<file path="src/sv/sorted_value_list_unit_assert.svh">
// ----------------------------------------------------------------------------
// Sorted value list assertion macros
// Shared concurrent assertion forms, clocked on clock and disabled in reset.
// ----------------------------------------------------------------------------
`ifndef SORTED_VALUE_LIST_UNIT_ASSERT_SVH
`define SORTED_VALUE_LIST_UNIT_ASSERT_SVH

// The consequent must hold in the same cycle as the antecedent.
`define SVL_ASSERT_IMPLY(label, ante, cons) \
   label: assert property (@(posedge clock) disable iff (reset) (ante) |-> (cons)) \
      else $error("sorted value list: same-cycle check failed");

// The consequent must hold in the cycle after the antecedent.
`define SVL_ASSERT_NEXT(label, ante, cons) \
   label: assert property (@(posedge clock) disable iff (reset) (ante) |=> (cons)) \
      else $error("sorted value list: next-cycle check failed");

// The expression must never be true.
`define SVL_ASSERT_NEVER(label, expr) \
   label: assert property (@(posedge clock) disable iff (reset) !(expr)) \
      else $error("sorted value list: forbidden condition seen");

`endif

</file>
<file path="src/sv/svl_pkg.sv">
// ----------------------------------------------------------------------------
// Sorted value list package
// Sizes, command and status codes, and the types shared by the cell row.
// ----------------------------------------------------------------------------
package svl_pkg;

   // Number of cells in the row.
   localparam int CAPACITY = 16;
   // Width of the fill count, which must hold CAPACITY itself.
   localparam int CNT_W = $clog2(CAPACITY + 1);
   // Width of an index into the row.
   localparam int IDX_W = $clog2(CAPACITY);
   // Width of the stored values.
   localparam int VAL_W = 32;
   localparam int ENTRY_COUNT_W = 5;

   typedef enum logic [1:0] {
      CMD_INSERT = 2'd0,
      CMD_DELETE = 2'd1,
      CMD_READ   = 2'd2,
      CMD_NOP    = 2'd3
   } cmd_type;

   typedef enum logic [1:0] {
      STATUS_DONE      = 2'd0,
      STATUS_NOT_FOUND = 2'd1,
      STATUS_FULL      = 2'd2
   } status_type;

   typedef enum logic {
      S_IDLE,
      S_READOUT
   } state_type;

   // Operation broadcast to every cell in the same cycle.
   typedef struct packed {
      logic ins_en;
      logic del_en;
      logic rot_en;
   } cell_ctrl_type;

   // What a cell shows to its neighbors.
   typedef struct packed {
      logic signed [VAL_W-1:0] value;
      logic                    valid;
      logic                    ge;
   } cell_link_type;

   // Low bits of the fill count as reported on the result channel.
   function automatic logic [ENTRY_COUNT_W-1:0] to_entry_count(input logic [CNT_W-1:0] c);
      logic [31:0] wide;
      wide = 32'(c);
      return wide[ENTRY_COUNT_W-1:0];
   endfunction

endpackage

</file>
<file path="src/sv/sorted_value_list_unit.sv">
// ----------------------------------------------------------------------------
// Sorted value list unit
// Keeps up to CAPACITY signed values in ascending order in a row of cells.
// ----------------------------------------------------------------------------
// Usage:
//   The req_ channel carries one command per transaction: insert, delete one
//   occurrence, or read out. Each result leaves on the rsp_ channel from an
//   output register, with the count and empty flag after the step.
//   Insert, delete and no-op commands finish in the cycle they are accepted:
//   the result is valid in the next cycle, and a new command can be taken every
//   cycle as long as the receiver keeps taking results. Every cell compares
//   the key at once, so the list length does not affect this.
//   A read out of N stored values gives N results, one per cycle while the
//   receiver takes them, by rotating the occupied cells past the head; the
//   next command is taken after the last one has been loaded. An empty store
//   gives one result with is_empty set.
//   A synchronous reset empties the store at once; no clearing pass is run.
//   When the receiver stalls, the result holds in the output register and
//   the block takes no further command until that register is free.
// ----------------------------------------------------------------------------
`include "sorted_value_list_unit_assert.svh"

module sorted_value_list_unit (
   input  logic                                       clock,
   input  logic                                       reset,
   input  logic                                       req_valid,
   output logic                                       req_ready,
   input  logic [1:0]                                 req_command,
   input  logic signed [svl_pkg::VAL_W-1:0]           req_value,
   output logic                                       rsp_valid,
   input  logic                                       rsp_ready,
   output logic [1:0]                                 rsp_status,
   output logic [svl_pkg::ENTRY_COUNT_W-1:0]          rsp_entry_count,
   output logic                                       rsp_is_empty,
   output logic signed [svl_pkg::VAL_W-1:0]           rsp_item_value,
   output logic                                       rsp_last
);

   localparam int N = svl_pkg::CAPACITY;

   svl_pkg::state_type                     state_ff, state_in;
   logic [svl_pkg::CNT_W-1:0]              count_ff, count_in;
   logic [svl_pkg::IDX_W-1:0]              idx_ff, idx_in;
   logic                                   rsp_valid_ff, rsp_valid_in;
   svl_pkg::status_type                    status_ff, status_in;
   logic [svl_pkg::ENTRY_COUNT_W-1:0]      entry_count_ff, entry_count_in;
   logic                                   is_empty_ff, is_empty_in;
   logic signed [svl_pkg::VAL_W-1:0]       item_value_ff, item_value_in;
   logic                                   last_ff, last_in;

   svl_pkg::cell_ctrl_type                 ctrl;
   svl_pkg::cell_link_type                 links [N];
   svl_pkg::cell_link_type                 lefts [N];
   svl_pkg::cell_link_type                 rights [N];
   logic [N-1:0]                           match_vec;
   logic [N-1:0]                           valid_vec;
   logic                                   out_free;
   logic                                   accept;
   logic                                   found;
   logic                                   full;
   logic                                   final_item;

   // Row of cells, each wired to its neighbors; the ends see fixed links.
   for (genvar i = 0; i < N; i++) begin : g_cell
      if (i == 0) begin : g_first
         assign lefts[i] = '{value: '0, valid: 1'b1, ge: 1'b0};
      end else begin : g_inner_left
         assign lefts[i] = links[i-1];
      end
      if (i == N - 1) begin : g_last
         assign rights[i] = '{value: '0, valid: 1'b0, ge: 1'b1};
      end else begin : g_inner_right
         assign rights[i] = links[i+1];
      end
      assign valid_vec[i] = links[i].valid;

      svl_cell u_cell (
         .clock      (clock),
         .reset      (reset),
         .ctrl       (ctrl),
         .key        (req_value),
         .head_value (links[0].value),
         .left_link  (lefts[i]),
         .right_link (rights[i]),
         .link       (links[i]),
         .match      (match_vec[i])
      );
   end

   // Handshake and summary flags.
   assign out_free   = !rsp_valid_ff || rsp_ready;
   assign req_ready  = (state_ff == svl_pkg::S_IDLE) && out_free;
   assign accept     = req_valid && req_ready;
   assign found      = |match_vec;
   assign full       = (count_ff == svl_pkg::CNT_W'(N));
   assign final_item = ((svl_pkg::CNT_W'(idx_ff) + svl_pkg::CNT_W'(1)) == count_ff);

   // Command decode, read-out sequencing and result loading.
   always_comb begin
      logic load;
      load           = 1'b0;
      ctrl           = '0;
      state_in       = state_ff;
      count_in       = count_ff;
      idx_in         = idx_ff;
      rsp_valid_in   = rsp_valid_ff && !rsp_ready;
      status_in      = status_ff;
      entry_count_in = entry_count_ff;
      is_empty_in    = is_empty_ff;
      item_value_in  = item_value_ff;
      last_in        = last_ff;
      status_in      = svl_pkg::STATUS_DONE;

      case (state_ff)
         svl_pkg::S_IDLE: begin
            status_in = status_ff;
            if (accept) begin
               status_in     = svl_pkg::STATUS_DONE;
               item_value_in = '0;
               last_in       = 1'b1;
               case (svl_pkg::cmd_type'(req_command))
                  svl_pkg::CMD_INSERT: begin
                     load = 1'b1;
                     if (full) begin
                        status_in = svl_pkg::STATUS_FULL;
                     end else begin
                        ctrl.ins_en = 1'b1;
                        count_in    = count_ff + svl_pkg::CNT_W'(1);
                     end
                  end
                  svl_pkg::CMD_DELETE: begin
                     load = 1'b1;
                     if (found) begin
                        ctrl.del_en = 1'b1;
                        count_in    = count_ff - svl_pkg::CNT_W'(1);
                     end else begin
                        status_in = svl_pkg::STATUS_NOT_FOUND;
                     end
                  end
                  svl_pkg::CMD_READ: begin
                     if (count_ff == '0) begin
                        load = 1'b1;
                     end else begin
                        state_in = svl_pkg::S_READOUT;
                        idx_in   = '0;
                     end
                  end
                  default: begin
                     load = 1'b1;
                  end
               endcase
            end
         end
         svl_pkg::S_READOUT: begin
            if (out_free) begin
               load          = 1'b1;
               ctrl.rot_en   = 1'b1;
               item_value_in = links[0].value;
               last_in       = final_item;
               idx_in        = idx_ff + svl_pkg::IDX_W'(1);
               if (final_item) begin
                  state_in = svl_pkg::S_IDLE;
               end
            end
         end
         default: begin
            state_in = svl_pkg::S_IDLE;
         end
      endcase

      if (load) begin
         rsp_valid_in   = 1'b1;
         entry_count_in = svl_pkg::to_entry_count(count_in);
         is_empty_in    = (count_in == '0);
      end
   end

   // Control registers.
   always_ff @(posedge clock) begin
      if (reset) begin
         state_ff     <= svl_pkg::S_IDLE;
         count_ff     <= '0;
         idx_ff       <= '0;
         rsp_valid_ff <= 1'b0;
      end else begin
         state_ff     <= state_in;
         count_ff     <= count_in;
         idx_ff       <= idx_in;
         rsp_valid_ff <= rsp_valid_in;
      end
   end

   // Result payload register.
   always_ff @(posedge clock) begin
      status_ff      <= status_in;
      entry_count_ff <= entry_count_in;
      is_empty_ff    <= is_empty_in;
      item_value_ff  <= item_value_in;
      last_ff        <= last_in;
   end

   assign rsp_valid       = rsp_valid_ff;
   assign rsp_status      = status_ff;
   assign rsp_entry_count = entry_count_ff;
   assign rsp_is_empty    = is_empty_ff;
   assign rsp_item_value  = item_value_ff;
   assign rsp_last        = last_ff;

   // The fill count never passes the number of cells.
   `SVL_ASSERT_NEVER(a_count_bound, count_ff > svl_pkg::CNT_W'(N))

   // Occupied cells and the fill count always agree.
   `SVL_ASSERT_IMPLY(a_valid_matches_count, 1'b1, $countones(valid_vec) == 32'(count_ff))

   // An insert into a full store leaves the count alone.
   `SVL_ASSERT_NEXT(a_full_insert_holds,
      accept && (req_command == svl_pkg::CMD_INSERT) && full, $stable(count_ff))

   // Neighboring occupied cells are in ascending order whenever no read out
   // is rotating the row.
   for (genvar j = 0; j < N - 1; j++) begin : g_order_check
      `SVL_ASSERT_IMPLY(a_ascending,
         (state_ff == svl_pkg::S_IDLE) && links[j].valid && links[j+1].valid,
         !(links[j+1].value < links[j].value))
   end

endmodule

</file>
<file path="src/sv/svl_cell.sv">
// ----------------------------------------------------------------------------
// Sorted value list cell
// Holds one value of the ascending row and shifts toward either neighbor.
// ----------------------------------------------------------------------------
module svl_cell (
   input  logic                               clock,
   input  logic                               reset,
   input  svl_pkg::cell_ctrl_type             ctrl,
   input  logic signed [svl_pkg::VAL_W-1:0]   key,
   input  logic signed [svl_pkg::VAL_W-1:0]   head_value,
   input  svl_pkg::cell_link_type             left_link,
   input  svl_pkg::cell_link_type             right_link,
   output svl_pkg::cell_link_type             link,
   output logic                               match
);

   logic signed [svl_pkg::VAL_W-1:0] value_ff, value_in;
   logic                             valid_ff, valid_in;
   logic                             ge;

   // An empty cell counts as greater than any key, so the ge flags form a
   // monotone step along the row and mark the insert or delete position.
   assign ge    = !valid_ff || !(value_ff < key);
   assign match = valid_ff && (value_ff == key);

   assign link.value = value_ff;
   assign link.valid = valid_ff;
   assign link.ge    = ge;

   // Next value: shift right on insert, left on delete, rotate on read out.
   always_comb begin
      value_in = value_ff;
      valid_in = valid_ff;
      if (ctrl.ins_en) begin
         valid_in = valid_ff || left_link.valid;
         if (left_link.ge) begin
            value_in = left_link.value;
         end else if (ge) begin
            value_in = key;
         end
      end else if (ctrl.del_en) begin
         if (ge) begin
            value_in = right_link.value;
            valid_in = right_link.valid;
         end
      end else if (ctrl.rot_en) begin
         if (valid_ff && right_link.valid) begin
            value_in = right_link.value;
         end else if (valid_ff) begin
            value_in = head_value;
         end
      end
   end

   // Occupancy is control state; the value itself needs no reset.
   always_ff @(posedge clock) begin
      if (reset) begin
         valid_ff <= 1'b0;
      end else begin
         valid_ff <= valid_in;
      end
   end

   always_ff @(posedge clock) begin
      value_ff <= value_in;
   end

endmodule
</file>
<file path="config.mk">
export PLATFORM = sky130hd
export DESIGN_NAME = sorted_value_list_unit
export DESIGN_NICKNAME = d
export VERILOG_FILES = /design/src/sv/svl_pkg.sv /design/src/sv/sorted_value_list_unit.sv /design/src/sv/svl_cell.sv
export VERILOG_INCLUDE_DIRS = /design/src /design/src/sv
export SDC_FILE = /design/constraint.sdc
export NUM_CORES = 2
export LEC_CHECK = 0
export BUFFER_PORTS_ARGS = -buffer_cell sky130_fd_sc_hd__clkbuf_2
export CAP_MARGIN = 40
export CORE_UTILIZATION = 45
export DETAILED_ROUTE_END_ITERATION = 7
export SLEW_MARGIN = 20
export SYNTH_ARGS = -nofsm -noshare
export SYNTH_HDL_FRONTEND = slang
export SYNTH_SLANG_ARGS = --single-unit
</file>
<file path="constraint.sdc">
create_clock -name clock -period 19.1 [get_ports clock]
set_input_delay 3.82 -clock clock [delete_from_list [all_inputs] [get_ports clock]]
set_output_delay 3.82 -clock clock [all_outputs]
set_load 0.05 [all_outputs]
</file>
==> results.cfg <==
[status]
status = finished clean

[floorplan]
die_w_um = 316
num_rows = 114
die_h_um = 316
pin_count = 81
dieArea_um2 = 100000
coreArea_um2 = 97300
start_util_pct = 45.7

[cts]
root_buffer = clkbuf_16
cts_setup_buffers = 0
clock_latency_ns = 0.67
clock_path_buffers = 3
cts_sinks = 580
tritoncts = built
numCtsBuffers = 75
htree_num_levels = 3
clk_pin_slew_worst_paths_ns = 0.06
postCtsHoldBufs = 0
post_cts_resized = 0

[setup_path]
slowest_stage = nor4_4
startpoint = req_value[22]
crit_fanout = 47
cpMostUsedCell = buf_4
crit_path_max_incr_delay_ns = 0.75
r2r_start = g_cell[0].u_cell.value_ff[18]
timing.rr.end = g_cell[1].u_cell.value_ff[10]
r2r_cells = 15
rrSetupSlack_ns = 12.93
critPathKind = primary input to flop
critPathTopFamily = simple AND/OR/NAND/NOR gates
crit_required_ns = 19.62
crit_chain = clkbuf_2, inv_1, ha_1, nand4_1, nor4_1, nand3_1, o2111ai_1, nor4_4, nand2b_4, buf_4, buf_16, a21oi_4, buf_4, nor2_4, buf_4, a21o_1
cp_data_arrival_time_ns = 9.88
startpoint_type = primary input
crit_buf_inv = 6
crit_path_end_kind = flop

[sta]
rsz0062_at_grt = false
clock_skew_ns = 0.0368
drv_slew = 0
hold_violations = 0
relSlewSlack_pct = 33.7
worst_slew_pin_slew_ns = 0.985
setup_viol = 0
final.setup.tns_ns = 0
period_share_pct = 49.0
fmax_mhz = 107
period_needed_ns = 9.37

[route]
avgRoutedWirePerCell_um = 33.5
route.detailed.drc = 0
vias = 37200
drtIter0Drc = 5020
drtPass1Iterations = 8
routed_via_density = 6.86
ant_nets = 0
routed_wl_um = 182000

[global_routing]
grt_max_degree = 176
grt_first_pass_wirelength_um = 259000
track_usage_pct = 35.8
antenna_found_initial = 4
grt-ovfl-total = 0
grt_pass1_vias = 34500

[synthesis]
yosysTopAreaCellShare_pct = 37.3
syn_avg_cell_area_um2 = 10.8
synth_flop_cell = edfxtp_1
seq_area_frac_synth_pct = 38.6
yosys_warnings = 0
synth_edf_count = 551
syn-num-nets = 4655
yosys.area.top_type = edfxtp_1
yosys.cell_types.count = 74
async_flop_share_pct = 0
synth_cells = 4102
synth_area_um2 = 44400
yosys-top-cells-area = edfxtp_1 37%, mux2i_1 16%, ha_1 15%
synth_seq_cells = 580

[placed_design]
dp.cells = 5272
port_buffers = 80
dp_hpwl_um = 126000
place_area_um2 = 46400
place.gp.congestion = 1.04

[final_layout]
fillCellCount = 8733
finalInstanceArea_um2 = 48900
final_nets = 4642
final_layout_size_suffix_gt1_share_pct = 10.1
layout.cells.non_filler = 5424
areaGrowthSynthToFinish_pct = 10.2

[min_path]
min_path_cells = 2
min_to = rsp_status[1]
hold_class = flop to flop
min_from = rsp_status[1]

[flow_run]
max_cap_viol_count = 0

[power]
powerDensity_nw_per_um2 = 72.2
p_leak_uw = 0.0187
irDropWorstVdd_v = 0.0000713
[area by class of cell]
cell class / count / area, µm² / area share (%)
multi-input cells: 3167 / 26000 / 53.1
flip-flops and latches: 580 / 17100 / 35.0
clock buffers: 90 / 2020 / 4.13
repair buffers: 199 / 1630 / 3.34
well taps: 1276 / 1600 / 3.26
clock inverters: 45 / 307 / 0.627
inverters: 66 / 248 / 0.506
diodes: 1 / 2.50 / 0.00511
[layout by cell type (no fill, tap or decap), types with 82 or more instances in the layout]
cell type,n
nand4_1,129
ha_1,515
a221oi_1,197
a21o_1,206
edfxtp_1,551
mux2i_1,706
o21ai_0,97
nor3_1,231
a21oi_1,283
nand2_1,89
nor2_1,215
clkbuf_2,82
[kinds of logic (layout without fill, tap and decap cells)]
logic type,after synthesis,after routing,share of synthesized area (%)
xor+xnor,9,9,0.177
simple gates,892,892,10.2
mux,782,782,18.1
buf+inv,355,400,3.65
fa+ha+maj,515,515,14.5
flops,580,580,38.6
compound gates,969,969,14.8
other cells,0,1,0
[how the worst max path moves through the flow]
stage,depth (start not counted),to
2_1_floorplan,11,g_cell[4].u_cell.value_ff[0]
3_3_place_gp,14,g_cell[3].u_cell.value_ff[18]
3_5_place_dp,14,g_cell[14].u_cell.value_ff[9]
4_1_cts,14,g_cell[14].u_cell.value_ff[1]
5_1_grt,15,g_cell[1].u_cell.value_ff[6]
6_report,16,g_cell[1].u_cell.value_ff[10]
[worst min-delay path, cell delays in order (launching register included)]
cell	delay (ns)
dfxtp_1	0.31
nand3_1	0.06
o41ai_1	0.06
[registers in the layout, indices dropped and copies added, names as in the netlist]
register	count
g_cell.u_cell.value_ff	512
rsp_item_value	32
g_cell.u_cell.valid_ff	16
count_ff	5
rsp_entry_count	5
idx_ff	4
rsp_status	2
rsp_is_empty	1
rsp_last	1
rsp_valid	1
state_ff	1
[report_power, final]
part           total (µW)  internal [µW]  switching, µW
combinational         566            203            363
sequential           1560           1480           82.5
clock                1400            803            601
[layer usage]
metal	routed length (µm)	share of wire (%)	global-route usage, %
met5	39	0.021	0
met1	74900	41	49.0
met4	10900	6.0	19.3
met2	78800	43	53.9
met3	16900	9.3	6.23
[Yosys cell counts (all sizes together) (5+ instances only)]
| cell type | n |
|---|---|
| buf | 73 |
| and2 | 35 |
| or3 | 9 |
| a21o | 206 |
| and3 | 10 |
| edfxtp | 551 |
| clkbuf | 216 |
| inv | 66 |
| o211ai | 13 |
| nand4 | 129 |
| o31a | 6 |
| nor3 | 233 |
| nand4b | 5 |
| mux2 | 67 |
| o21ai | 123 |
| nor4 | 18 |
| mux2i | 715 |
| o31ai | 5 |
| and4 | 7 |
| a211o | 9 |
| o21a | 26 |
| xnor2 | 7 |
| nand2b | 16 |
| a221oi | 198 |
| dfxtp | 29 |
| a22o | 31 |
| nand3 | 59 |
| ha | 515 |
| nand2 | 104 |
| nor2b | 36 |
| a21oi | 290 |
| nor2 | 216 |
| a211oi | 27 |
[per-stage QoR]
stage               utilization, %  worst slack (ns)  power, µW  hold WS [ns]
global placement              47.2              8.51       2120         0.472
global route                  50.3              9.70       3630         0.512
finish                        50.3              9.73       3530         0.478
detailed placement            47.7              9.17       2130         0.476
floorplan                        -              9.93       1910         0.449
CTS                           50.1              9.84       3520         0.483
No activity file was read; power rests on OpenSTA's default activity.
